### config.mk
export PLATFORM = sky130hd
export DESIGN_NAME = tcp_segment_header_builder
export DESIGN_NICKNAME = d
export VERILOG_FILES = /design/src/sv/tshb_pkg.sv /design/src/sv/tcp_segment_header_builder.sv
export SDC_FILE = /design/constraint.sdc
export NUM_CORES = 1
export LEC_CHECK = 0
export BUFFER_PORTS_ARGS = -buffer_cell sky130_fd_sc_hd__buf_2
export CAP_MARGIN = 5
export CORE_ASPECT_RATIO = 0.9
export CORE_MARGIN = 5
export CORE_UTILIZATION = 37
export DETAILED_ROUTE_END_ITERATION = 7
export PLACE_DENSITY = 0.57
export SLEW_MARGIN = 0
export SYNTH_ARGS = -nofsm -noshare
export SYNTH_HDL_FRONTEND = slang
export SYNTH_SLANG_ARGS = --single-unit
export TNS_END_PERCENT = 100
### constraint.sdc
create_clock -name clk -period 23 [get_ports clk]
set_input_delay 4.6 -clock clk [delete_from_list [all_inputs] [get_ports clk]]
set_output_delay 4.6 -clock clk [all_outputs]
set_load 0.05 [all_outputs]
### src/sv/tshb_pkg.sv
// Types, constants and checksum helpers for the TCP segment header builder.
// No dependencies; used by the top level and its checker.
package tshb_pkg;

  localparam logic [10:0] MAX_SEGMENT   = 11'd1460;
  localparam logic [10:0] SEG_HDR_BYTES = 11'd40;
  localparam logic [10:0] TCP_HDR_BYTES = 11'd20;

  localparam logic [15:0] IP_VER_TOS    = 16'h4500;
  localparam logic [15:0] IP_ID         = 16'h1234;
  localparam logic [15:0] IP_TTL_PROTO  = 16'h4006;
  localparam logic [15:0] PROTO_TCP     = 16'h0006;
  localparam logic [15:0] TCP_OFF_FLAGS = 16'h5010;
  localparam logic [15:0] TCP_WINDOW    = 16'h2000;

  localparam logic [17:0] IP_FIXED_SUM = 18'(IP_VER_TOS) + 18'(SEG_HDR_BYTES)
                                       + 18'(IP_ID) + 18'(IP_TTL_PROTO);
  localparam logic [16:0] TCP_FIXED_SUM = 17'(PROTO_TCP) + 17'(TCP_HDR_BYTES)
                                        + 17'(TCP_OFF_FLAGS) + 17'(TCP_WINDOW);

  typedef enum logic [1:0] {
    REG_CLIENT_ADDR = 2'd0,
    REG_SERVER_ADDR = 2'd1,
    REG_CLIENT_PORT = 2'd2,
    REG_SERVER_PORT = 2'd3
  } reg_index_t;

  typedef struct packed {
    logic [7:0] data_byte;
    logic       from_client;
    logic       write_end;
  } in_item_t;

  typedef struct packed {
    logic [10:0] ip_total_length;
    logic [15:0] ip_checksum;
    logic [31:0] source_addr;
    logic [31:0] dest_addr;
    logic [15:0] source_port;
    logic [15:0] dest_port;
    logic [31:0] seq_number;
    logic [31:0] ack_number;
    logic [15:0] tcp_checksum;
    logic [10:0] payload_length;
    logic        segment_client;
  } out_item_t;

  function automatic logic [15:0] oc_add16(input logic [15:0] a, input logic [15:0] b);
    logic [16:0] s;
    s = {1'b0, a} + {1'b0, b};
    return s[15:0] + {15'd0, s[16]};
  endfunction

  function automatic logic [15:0] oc_fold21(input logic [20:0] s);
    logic [16:0] f;
    f = {1'b0, s[15:0]} + {12'd0, s[20:16]};
    return f[15:0] + {15'd0, f[16]};
  endfunction

endpackage

### src/sv/tcp_segment_header_builder.sv
// Top level of the TCP segment header builder for one flow.
// Depends on tshb_pkg for item types, register codes and checksum helpers.
//
// Payload bytes stream in at one byte per cycle; a running ones-complement
// sum, the held high byte and the segment byte count advance on every
// transfer. A segment closes on write_end or at MAX_SEGMENT bytes, and its
// header reaches the output through a segment register (sequence numbers
// and a partial TCP sum) and then a result register (the address, port and
// payload terms folded into both checksums). Throughput is one byte per
// cycle while input ready is high; input ready drops only while both
// registers hold headers that the output has not taken. Configuration
// writes are taken in any cycle and must happen while no segment is open
// or in flight.
module tcp_segment_header_builder (
  input  logic                 clk,
  input  logic                 rst,
  input  logic                 in_valid,
  output logic                 in_ready,
  input  tshb_pkg::in_item_t   in_item,
  output logic                 out_valid,
  input  logic                 out_ready,
  output tshb_pkg::out_item_t  out_item,
  input  logic                 cfg_valid,
  output logic                 cfg_ready,
  input  tshb_pkg::reg_index_t cfg_index,
  input  logic [31:0]          cfg_data
);

  logic [31:0] client_addr;
  logic [31:0] server_addr;
  logic [15:0] client_port;
  logic [15:0] server_port;

  logic [15:0] payload_sum;
  logic [7:0]  held_high_byte;
  logic [10:0] segment_count;
  logic [31:0] client_seq;
  logic [31:0] server_seq;

  logic        seg_valid;
  logic [10:0] seg_len;
  logic [15:0] seg_psum;
  logic        seg_client;
  logic [31:0] seg_seq;
  logic [31:0] seg_ack;
  logic [18:0] seg_part;

  logic        out_load;
  logic        in_fire;
  logic        seg_close;
  logic [10:0] count_inc;
  logic [15:0] pair_word;
  logic [15:0] sum_next;
  logic [31:0] seq_sel;
  logic [31:0] ack_sel;
  logic [18:0] part_next;

  logic [31:0] src_addr;
  logic [31:0] dst_addr;
  logic [15:0] src_port;
  logic [15:0] dst_port;
  logic [20:0] ip_sum;
  logic [20:0] tcp_sum;

  assign cfg_ready = 1'b1;
  assign out_load  = !out_valid || out_ready;
  assign in_ready  = !seg_valid || out_load;
  assign in_fire   = in_valid && in_ready;

  // byte path
  always_comb begin
    count_inc = segment_count + 11'd1;
    pair_word = segment_count[0] ? {held_high_byte, in_item.data_byte}
                                 : {in_item.data_byte, 8'h00};
    sum_next  = tshb_pkg::oc_add16(payload_sum, pair_word);
    seg_close = in_item.write_end || (count_inc >= tshb_pkg::MAX_SEGMENT);
    seq_sel   = in_item.from_client ? client_seq : server_seq;
    ack_sel   = in_item.from_client ? server_seq : client_seq;
    part_next = 19'(seq_sel[31:16]) + 19'(seq_sel[15:0])
              + 19'(ack_sel[31:16]) + 19'(ack_sel[15:0])
              + 19'(count_inc) + 19'(tshb_pkg::TCP_FIXED_SUM);
  end

  // header path
  always_comb begin
    src_addr = seg_client ? client_addr : server_addr;
    dst_addr = seg_client ? server_addr : client_addr;
    src_port = seg_client ? client_port : server_port;
    dst_port = seg_client ? server_port : client_port;
    ip_sum   = 21'(tshb_pkg::IP_FIXED_SUM) + 21'(seg_len)
             + 21'(src_addr[31:16]) + 21'(src_addr[15:0])
             + 21'(dst_addr[31:16]) + 21'(dst_addr[15:0]);
    tcp_sum  = 21'(seg_part)
             + 21'(client_addr[31:16]) + 21'(client_addr[15:0])
             + 21'(server_addr[31:16]) + 21'(server_addr[15:0])
             + 21'(src_port) + 21'(dst_port) + 21'(seg_psum);
  end

  always_ff @(posedge clk) begin
    if (rst) begin
      client_addr <= '0;
      server_addr <= '0;
      client_port <= '0;
      server_port <= '0;
    end else if (cfg_valid) begin
      unique case (cfg_index)
        tshb_pkg::REG_CLIENT_ADDR: client_addr <= cfg_data;
        tshb_pkg::REG_SERVER_ADDR: server_addr <= cfg_data;
        tshb_pkg::REG_CLIENT_PORT: client_port <= cfg_data[15:0];
        tshb_pkg::REG_SERVER_PORT: server_port <= cfg_data[15:0];
        default: ;
      endcase
    end
  end

  always_ff @(posedge clk) begin
    if (rst) begin
      payload_sum    <= '0;
      held_high_byte <= '0;
      segment_count  <= '0;
      client_seq     <= '0;
      server_seq     <= '0;
    end else if (in_fire) begin
      if (seg_close) begin
        payload_sum    <= '0;
        held_high_byte <= '0;
        segment_count  <= '0;
        if (in_item.from_client) begin
          client_seq <= client_seq + 32'(count_inc);
        end else begin
          server_seq <= server_seq + 32'(count_inc);
        end
      end else begin
        segment_count <= count_inc;
        if (segment_count[0]) begin
          payload_sum <= sum_next;
        end else begin
          held_high_byte <= in_item.data_byte;
        end
      end
    end
  end

  always_ff @(posedge clk) begin
    if (rst) begin
      seg_valid <= 1'b0;
    end else if (in_ready) begin
      seg_valid <= in_fire && seg_close;
    end
  end

  always_ff @(posedge clk) begin
    if (in_fire && seg_close) begin
      seg_len    <= count_inc;
      seg_psum   <= sum_next;
      seg_client <= in_item.from_client;
      seg_seq    <= seq_sel;
      seg_ack    <= ack_sel;
      seg_part   <= part_next;
    end
  end

  always_ff @(posedge clk) begin
    if (rst) begin
      out_valid <= 1'b0;
    end else if (out_load) begin
      out_valid <= seg_valid;
    end
  end

  always_ff @(posedge clk) begin
    if (out_load && seg_valid) begin
      out_item.ip_total_length <= seg_len + tshb_pkg::SEG_HDR_BYTES;
      out_item.ip_checksum     <= ~tshb_pkg::oc_fold21(ip_sum);
      out_item.source_addr     <= src_addr;
      out_item.dest_addr       <= dst_addr;
      out_item.source_port     <= src_port;
      out_item.dest_port       <= dst_port;
      out_item.seq_number      <= seg_seq;
      out_item.ack_number      <= seg_ack;
      out_item.tcp_checksum    <= ~tshb_pkg::oc_fold21(tcp_sum);
      out_item.payload_length  <= seg_len;
      out_item.segment_client  <= seg_client;
    end
  end

endmodule

* Word-level counts from Yosys, hierarchy flattened *
Cells that the tools add are included.

word-level totals
  bits in registers = 523
  bits of input ports = 49
  logic and storage cells = 93

cells by class
  add/sub/neg operators = 27
  $lt $le $gt $ge = 1
  equality and inequality tests = 4
  multiplexer cells = 12
  bitwise logic cells = 3
  reductions and logical operators = 18

operators by type and width
  cell                    number
  $mux 32                 4
  $add 21x16->21          5
  $mux 16                 5
  $add 32x11->32          2
  $add 16x1->16           3
  $add 20x16->21          2
  $add 19x16->20          2
  $add 18x16->19          2
  $add 17x16->18          2
  $add 16x16->17          2
  $add 16x5->17           2
  $not 16->16             2
  $add 19x11->19          1
  $add 19x15->19 const B  1
  $add 16x11->17 const A  1
  $mux 8                  2
  $reduce_and 2->1        6
  $add 11x1->11 const B   1
  $add 11x6->11 const B   1
  $ge 11x11->1 const B    1
  $mux 11                 1
  $reduce_and 3->1        2
  $eq 2x2->1 const B      2
  $logic_and 1x1->1       3
  other kinds (7)         10

* Longest topological paths before layout *
Gate-level depths: netlist of the first run.

  depth in word-level cells = 10
  depth in mapped cells = 39

* Least setup slack after synthesis of the first run *
OpenSTA, ideal clock, no wires.

  path type = input-to-reg
  start = in out_ready
  end = reg out_item[0] (netlist name) (enable)
  data arrival time = 14.027 ns
  slack = 8.159 ns
  cell stages on the path = 2
  buffers on the path = 0
  cell sequence = nor2b_1 nor2b_1

between the ends
  cells in the longest elaborated chain, start to end = 2

ends and longest elaborated chain
  what               RTL line                           text
  from (decl)        tcp_segment_header_builder.sv:21   input logic out_ready,
  $logic_or 1x1->1   tcp_segment_header_builder.sv:66   assign out_load = !out_valid || out_ready;
  $logic_and 1x1->1  tcp_segment_header_builder.sv:172  if (out_load && seg_valid) begin
  to (decl)          tcp_segment_header_builder.sv:22   output tshb_pkg::out_item_t out_item,

Every way passes these cells.
A chain may end at the register's enable or synchronous reset.

* Worst setup path in the final report of the first run *
  start = in out_ready
  end = out in_ready

between the ends
  cells in the longest elaborated chain, start to end = 2

ends and longest elaborated chain
  what              RTL line                          text
  $logic_or 1x1->1  tcp_segment_header_builder.sv:66
  $logic_or 1x1->1  tcp_segment_header_builder.sv:67  assign in_ready = !seg_valid || out_load;
  to (decl)         tcp_segment_header_builder.sv:18  output logic in_ready,

Every way passes these cells.

==> metrics, run 1 <==
fraction of the yosys area taken by sequential cells 46.2%; area of all placed cells without fillers 33900 sq um; number of H-tree branching levels 2; pwr/cell area 78.7 nW/um^2; maximum number of pins on one net before global-route repair 151; relative contribution of sequential cells to total power 39.7%; CTS-repair resized insts 0; clock input transition at the sequential cells of the worst setup and hold paths 0.06 ns; hold-fix buffers at CTS 0; fmax 0.101 GHz; Worst path slowest cell sky130_fd_sc_hd__nor2b_1; # IOs 267; wire length of the first global-routing pass 120000 microns; fraction of synthesized cell area taken by the top area cell type 32.8%; library cell used as clock root buffer sky130_fd_sc_hd__clkbuf_16; number of antenna violations at the first check in global routing 6; endpoint of the worst-slack reg-to-reg timing path out_item[27]$_DFFE_PP_; Crit Path Category input pin to output port; top cell types by occurrence after synthesis sky130_fd_sc_hd__inv_1, sky130_fd_sc_hd__nand2_1, sky130_fd_sc_hd__edfxtp_1; ANT nets after route 0; effective utilization at floorplan 37.3%; worst setup slack for register-to-register paths 13.54 ns; # nets final 3353; Lkg Pwr 0.0145 uW; count of buffers inserted at the top-level ports 265; share of cells above drive strength 1 15.9%; Comb power frac 25.4%; die outline area 85600 sq um; number of violations reported at the end of detailed-routing iteration 0 1244; count of endpoints failing setup in the final report 0; CTS tree done; critical-path cell list buf_2 > nor2b_1 > nand2_1 > buf_2; number of global-route vias before repair 19.4k; worst r2r src seg_client$_DFFE_PP_; primary flip-flop cell chosen by synthesis mapping sky130_fd_sc_hd__edfxtp_1; number of buffers between clock root and the deepest sink 3; synthesized area per cell 10.9 sq um; Unique masters post-synth 75; worst vdd rail ir drop 71.5 uV; worst-margin pin slew 1.16 ns; cell with the most instances after synthesis sky130_fd_sc_hd__inv_1; clock sinks 520; insertion delay of the later-clocked pin in the worst-skew pair 0.64 ns; RSZ-0062 raised after global routing no; Fin. Hold Viols 0; P_int 1810 uW; horizontal extent of the die 308 microns; final period demand of the worst path 9.94 ns; part of the total power dissipated in the clock network 34.9%; Critical Path Most Common Cell sky130_fd_sc_hd__buf_2; non-filler cells, final 4073; data required time of the critical path 18.40 ns; total CTS buffers 58; Worst Setup Start Kind input pin; biggest cell delay along the critical path 0.26 ns; core box area 79300 sq um; share of flip-flops with an asynchronous set or reset 0%; area growth from synthesis to layout 14.8%; vertical die dimension 278 microns; post-detailed-placement cell area 32000 sq um; number of setup buffers added after CTS 0; cell area after synthesis 29600 sq um; net switching component of the power 860 uW; Data arrival, critical path 5.34 ns; type of the most critical hold path register to register; post-layout power 2670 uW; worst rel slew slack 22.9%; gate count of the mapped netlist 2714; launch instance of the worst min-delay path seg_ack[12]$_DFFE_PP_; Worst Setup End Kind output port; dominant cells by area after synthesis sky130_fd_sc_hd__edfxtp_1, sky130_fd_sc_hd__dfxtp_1, sky130_fd_sc_hd__fa_1; total grt overflow 0; row count 98; startpoint of the most critical setup path out_ready; worst-case clock skew 0.0234 ns; Sw Share 32.2%; endpoint of the worst hold-timing path out_item[40]$_DFFE_PP_; via-per-instance ratio 4.91; Placed Cells incl. Taps 3961; syn_nets 3096; gr usage total 18.2%; Worst Hold Depth 0; final HPWL from detailed placement 60800 microns; Final Cycle Share 43.2%; MaxCap Viol Count 0; TNS Setup 0 ns; wire per inst 19.7 microns; post-detailed-route DRC marker count 0; number of warnings reported in the yosys synthesis log 0; number of slew-limit violations in the final report 0; leading area contributor after synthesis sky130_fd_sc_hd__edfxtp_1; Routed WL 80400 microns; count of TritonRoute iterations in the first routing pass 5; number of synthesized register bits 520; Max FO, Critical Path 4; count of cells along the worst register-to-register path 34; global placement routability congestion 0.844; count of flip-flops with a built-in enable after synthesis 323; number of vias in the routed layout 20.0k; result of the run completed
cell usage in the layout (no fill, tap or decap), drive strengths merged, types with 15 or more instances in the layout:
master and n:
a211oi 16, a21o 26, a21oi 178, a22o 16, and2 17, and3 15, buf 281, clkbuf 76
clkinv 22, dfxtp 197, edfxtp 323, fa 186, ha 147, inv 369, mux2 88, mux2i 38
nand2 327, nand3 31, nand4 20, nor2 144, nor2b 17, nor3 33, o21a 36, o21ai 84
or3 17, xnor2 89, xor2 79
final cells by class:
class | instances | area, sq um
Sequential cell | 520 | 13600
Fill cell | 7563 | 45400
Antenna cell | 3 | 7.51
Timing Repair Buffer | 281 | 1460
Clock buffer | 76 | 1560
Tap cell | 1050 | 1310
Clock inverter | 33 | 348
Inverter | 368 | 1380
Multi-Input combinational cell | 1742 | 14200
per-stage QoR:
| step | utilization (%) | hold slack (ns) | worst slack, ns |
|---|---|---|---|
| after floorplan | - | 0.400 | 8.16 |
| after global placement | 40.4 | 0.403 | 12.71 |
| after detailed placement | 40.4 | 0.405 | 12.67 |
| after CTS | 42.8 | 0.419 | 13.05 |
| after global routing | 42.8 | 0.421 | 12.74 |
| final | 42.8 | 0.415 | 13.06 |
power by group through the flow:
stage / clock network [uW] / registers (uW) / logic [uW]
floorplan: 0 / 1150 / 453
global placement: 0 / 1080 / 678
detailed placement: 0 / 1080 / 678
CTS: 961 / 1060 / 684
global route: 998 / 1060 / 757
finish: 932 / 1060 / 679
cell families after synthesis:
logic type      count (synthesis)  synth area share [%]
xor+xnor                      168                  4.98
compound gates                439                  9.25
simple gates                  675                  10.3
buf+inv                       452                  5.82
other cells                     1                0.0127
flops                         520                  46.2
fa+ha+maj                     333                  18.8
mux                           126                  4.64
flip-flops by register name, summed over array words and instances (netlist names):
signal / flops
client_addr: 32
client_port: 16
client_seq: 32
held_high_byte: 8
out_item: 212
out_valid: 1
payload_sum: 16
seg_ack: 32
seg_client: 1
seg_len: 11
seg_part: 19
seg_psum: 16
seg_seq: 32
seg_valid: 1
segment_count: 11
server_addr: 32
server_port: 16
server_seq: 32
worst max path at each step:
stage | end | slack, ns | cells after the start
2_1_floorplan | out_item[0]$_DFFE_PP_ | 8.16 | 2
3_3_place_gp | seg_part[17]$_DFFE_PP_ | 12.71 | 17
3_5_place_dp | seg_part[17]$_DFFE_PP_ | 12.67 | 17
4_1_cts | in_ready | 13.05 | 4
5_1_grt | out_item[27]$_DFFE_PP_ | 12.74 | 37
6_report | in_ready | 13.06 | 4
metal layers:
layer / share of wire (%) / wire length, microns / GRT usage (%) / vias up
met5: 0.012 / 10 / 0 / -
met4: 2.3 / 1850 / 4.29 / 2
met3: 6.3 / 5070 / 2.77 / 101
met2: 47 / 37400 / 29.6 / 565
met1: 45 / 36000 / 25.9 / 9657
li1: - / - / - / 9690
critical path, delay by kind of cell:
| kind | cells | cell delay [ns] |
|---|---|---|
| simple gates | 2 | 0.41 |
| buf+inv | 2 | 0.33 |
Power figures use the tool's default switching activity.
==> run 2, diff against run 1 <==
--- a/config.mk
+++ b/config.mk
@@ -5,6 +5,7 @@
 export SDC_FILE = /design/constraint.sdc
 export NUM_CORES = 1
 export LEC_CHECK = 0
+export ABC_AREA = 1
 export BUFFER_PORTS_ARGS = -buffer_cell sky130_fd_sc_hd__buf_2
 export CAP_MARGIN = 5
 export CORE_ASPECT_RATIO = 0.9
==> constraint.sdc (replaced) <==
create_clock -name clk -period 9.71 [get_ports clk]
set_input_delay 1.942 -clock clk [delete_from_list [all_inputs] [get_ports clk]]
set_output_delay 1.942 -clock clk [all_outputs]
set_load 0.05 [all_outputs]
==> metrics, run 2 <==
result of the run completed; cell area after synthesis 31500 sq um; most common cell after layout, fill and taps aside sky130_fd_sc_hd__nand2_1; share of cells above drive strength 1 10.5%; worst vdd rail ir drop 149 uV; final core utilization 42.5%; area growth from synthesis to layout 14.1%; Sw Share 41.2%; part of the total power dissipated in the clock network 26.8%; fraction of synthesized cell area taken by the top area cell type 30.8%; wire per inst 18.6 microns; Unique masters post-synth 54; clock sinks 520; wire length of the first global-routing pass 140000 microns; worst setup slack for register-to-register paths 1.23 ns; synthesized area per cell 8.83 sq um; Worst path slowest cell sky130_fd_sc_hd__edfxtp_1; fraction of the yosys area taken by sequential cells 43.3%; hold-fix buffers at CTS 0; data required time of the critical path 10.09 ns; post-detailed-route DRC marker count 0; Critical Path Most Common Cell sky130_fd_sc_hd__nand2_1; gr usage total 19.9%; Comb power frac 42.3%; Final Cycle Share 87.4%; number of H-tree branching levels 2; post-layout power 8440 uW; Fin. Hold Viols 0; total CTS buffers 58; number of vias in the routed layout 24.3k; leading area contributor after synthesis sky130_fd_sc_hd__edfxtp_1; number of violations reported at the end of detailed-routing iteration 0 1927; worst-case clock skew 0.0185 ns; clock input transition at the sequential cells of the worst setup and hold paths 0.06 ns; number of warnings reported in the yosys synthesis log 0; insertion delay of the later-clocked pin in the worst-skew pair 0.63 ns; MaxCap Viol Count 0; row count 101; primary flip-flop cell chosen by synthesis mapping sky130_fd_sc_hd__edfxtp_1; pwr/cell area 235 nW/um^2; core box area 84400 sq um; number of slew-limit violations in the final report 0; Worst Setup End Kind register; minimum setup slack after placement 1.33 ns; relative contribution of sequential cells to total power 30.9%; Lkg Pwr 0.0161 uW; number of global-route vias before repair 23.0k; flip-flop count of the largest register, all copies and words added 212; count of cells along the worst register-to-register path 45; number of buffers between clock root and the deepest sink 3; number of antenna violations at the first check in global routing 6; top cell types by occurrence after synthesis sky130_fd_sc_hd__nand2_1, sky130_fd_sc_hd__inv_1, sky130_fd_sc_hd__o21ai_0; ANT nets after route 0; cell with the most instances after synthesis sky130_fd_sc_hd__nand2_1; final HPWL from detailed placement 73000 microns; final period demand of the worst path 8.48 ns; Crit Path Category register to register; total grt overflow 0; horizontal extent of the die 317 microns; worst r2r src seg_client$_DFFE_PP_; number of setup buffers added after CTS 0; vertical die dimension 287 microns; Routed WL 92900 microns; gate count of the mapped netlist 3564; fmax 0.118 GHz; Max FO, Critical Path 129; syn_nets 3946; die outline area 91000 sq um; Worst Setup Slack, final 1.23 ns; via-per-instance ratio 4.87; maximum number of pins on one net before global-route repair 149; effective utilization at floorplan 37.3%; RSZ-0062 raised after global routing no; dominant cells by area after synthesis sky130_fd_sc_hd__edfxtp_1, sky130_fd_sc_hd__dfxtp_1, sky130_fd_sc_hd__fa_1; share of flip-flops with an asynchronous set or reset 0%; global placement routability congestion 0.899; P_int 4960 uW; TNS Setup 0 ns; Data arrival, critical path 8.86 ns; register ranked first by flip-flop count out_item; WHS 0.412 ns; CTS-repair resized insts 0; CTS tree done; Worst Setup EP out_item[26]$_DFFE_PP_; net switching component of the power 3470 uW; type of the most critical hold path register to register; worst-margin pin slew 1.07 ns; commonest cells after routing, fill and taps aside sky130_fd_sc_hd__nand2_1, sky130_fd_sc_hd__inv_1, sky130_fd_sc_hd__o21ai_0; endpoint of the worst-slack reg-to-reg timing path out_item[26]$_DFFE_PP_; worst rel slew slack 28.5%; number of synthesized register bits 520; count of buffers inserted at the top-level ports 265; Worst Setup Start Kind register; library cell used as clock root buffer sky130_fd_sc_hd__clkbuf_16; # nets final 4185; count of endpoints failing setup in the final report 0; # IOs 267; startpoint of the most critical setup path seg_client$_DFFE_PP_; biggest cell delay along the critical path 0.75 ns; count of flip-flops with a built-in enable after synthesis 323; count of TritonRoute iterations in the first routing pass 5
==> run 2: power groups by stage <==
stage / registers, uW / logic (uW) / clock network (uW)
after CTS: 2610 / 3590 / 2330
after global routing: 2620 / 4070 / 2410
after global placement: 2650 / 3580 / 0
after floorplan: 2850 / 2370 / 0
final: 2610 / 3570 / 2260
after detailed placement: 2650 / 3560 / 0
==> run 2: how the worst min path moves through the flow <==
stage,start,to,slack [ns],cells after the start
4_1_cts,seg_seq[8]$_DFFE_PP_,out_item[68]$_DFFE_PP_,0.41,0
3_3_place_gp,seg_seq[5]$_DFFE_PP_,out_item[65]$_DFFE_PP_,0.40,0
5_1_grt,seg_seq[8]$_DFFE_PP_,out_item[68]$_DFFE_PP_,0.41,0
3_5_place_dp,seg_ack[17]$_DFFE_PP_,out_item[45]$_DFFE_PP_,0.40,0
2_1_floorplan,seg_ack[0]$_DFFE_PP_,out_item[28]$_DFFE_PP_,0.40,0
6_report,seg_ack[22]$_DFFE_PP_,out_item[50]$_DFFE_PP_,0.41,0
==> run 2: critical path, delay by kind of cell, from the launching register on <==
kind	cells	cell delay, ns
compound gates	1	0.29
buf+inv	6	0.73
flops	1	0.75
fa+ha+maj	8	2.93
xor+xnor	1	0.16
simple gates	29	3.26
==> run 2: stage by stage <==
| step | instance area (sq um) | std cells |
|---|---|---|
| after floorplan | 31500 | 3564 |
| after global placement | 34000 | 4876 |
| after detailed placement | 34000 | 4876 |
| after CTS | 35900 | 4985 |
| after global routing | 35900 | 4986 |
| final | 35900 | 4988 |
==> run 2: layout make-up <==
class                   count  area (sq um)
inverters                 626          2350
clock buffers              68          1520
flip-flops and latches    520         13600
fillers                  8460         48500
clock inverters            41           418
well taps                1133          1420
diodes                      3          7.51
repair buffers            281          1480
multi-input cells        2316         15100
==> run 2: routing by layer <==
layer | wire length [microns] | vias up | GRT usage, %
li1 | - | 12014 | -
met1 | 43600 | 11558 | 28.8
met2 | 41600 | 624 | 31.5
met3 | 5330 | 113 | 3.00
met4 | 2490 | 2 | 5.45
met5 | 11 | - | 0
==> run 2: cells by family after synthesis <==
logic type      after synthesis  synth area share [%]
buf+inv                     728                  8.86
simple gates               1255                  16.7
xor+xnor                    125                  3.58
flops                       520                  43.3
other cells                   1                0.0119
fa+ha+maj                   333                  17.7
compound gates              602                  9.89
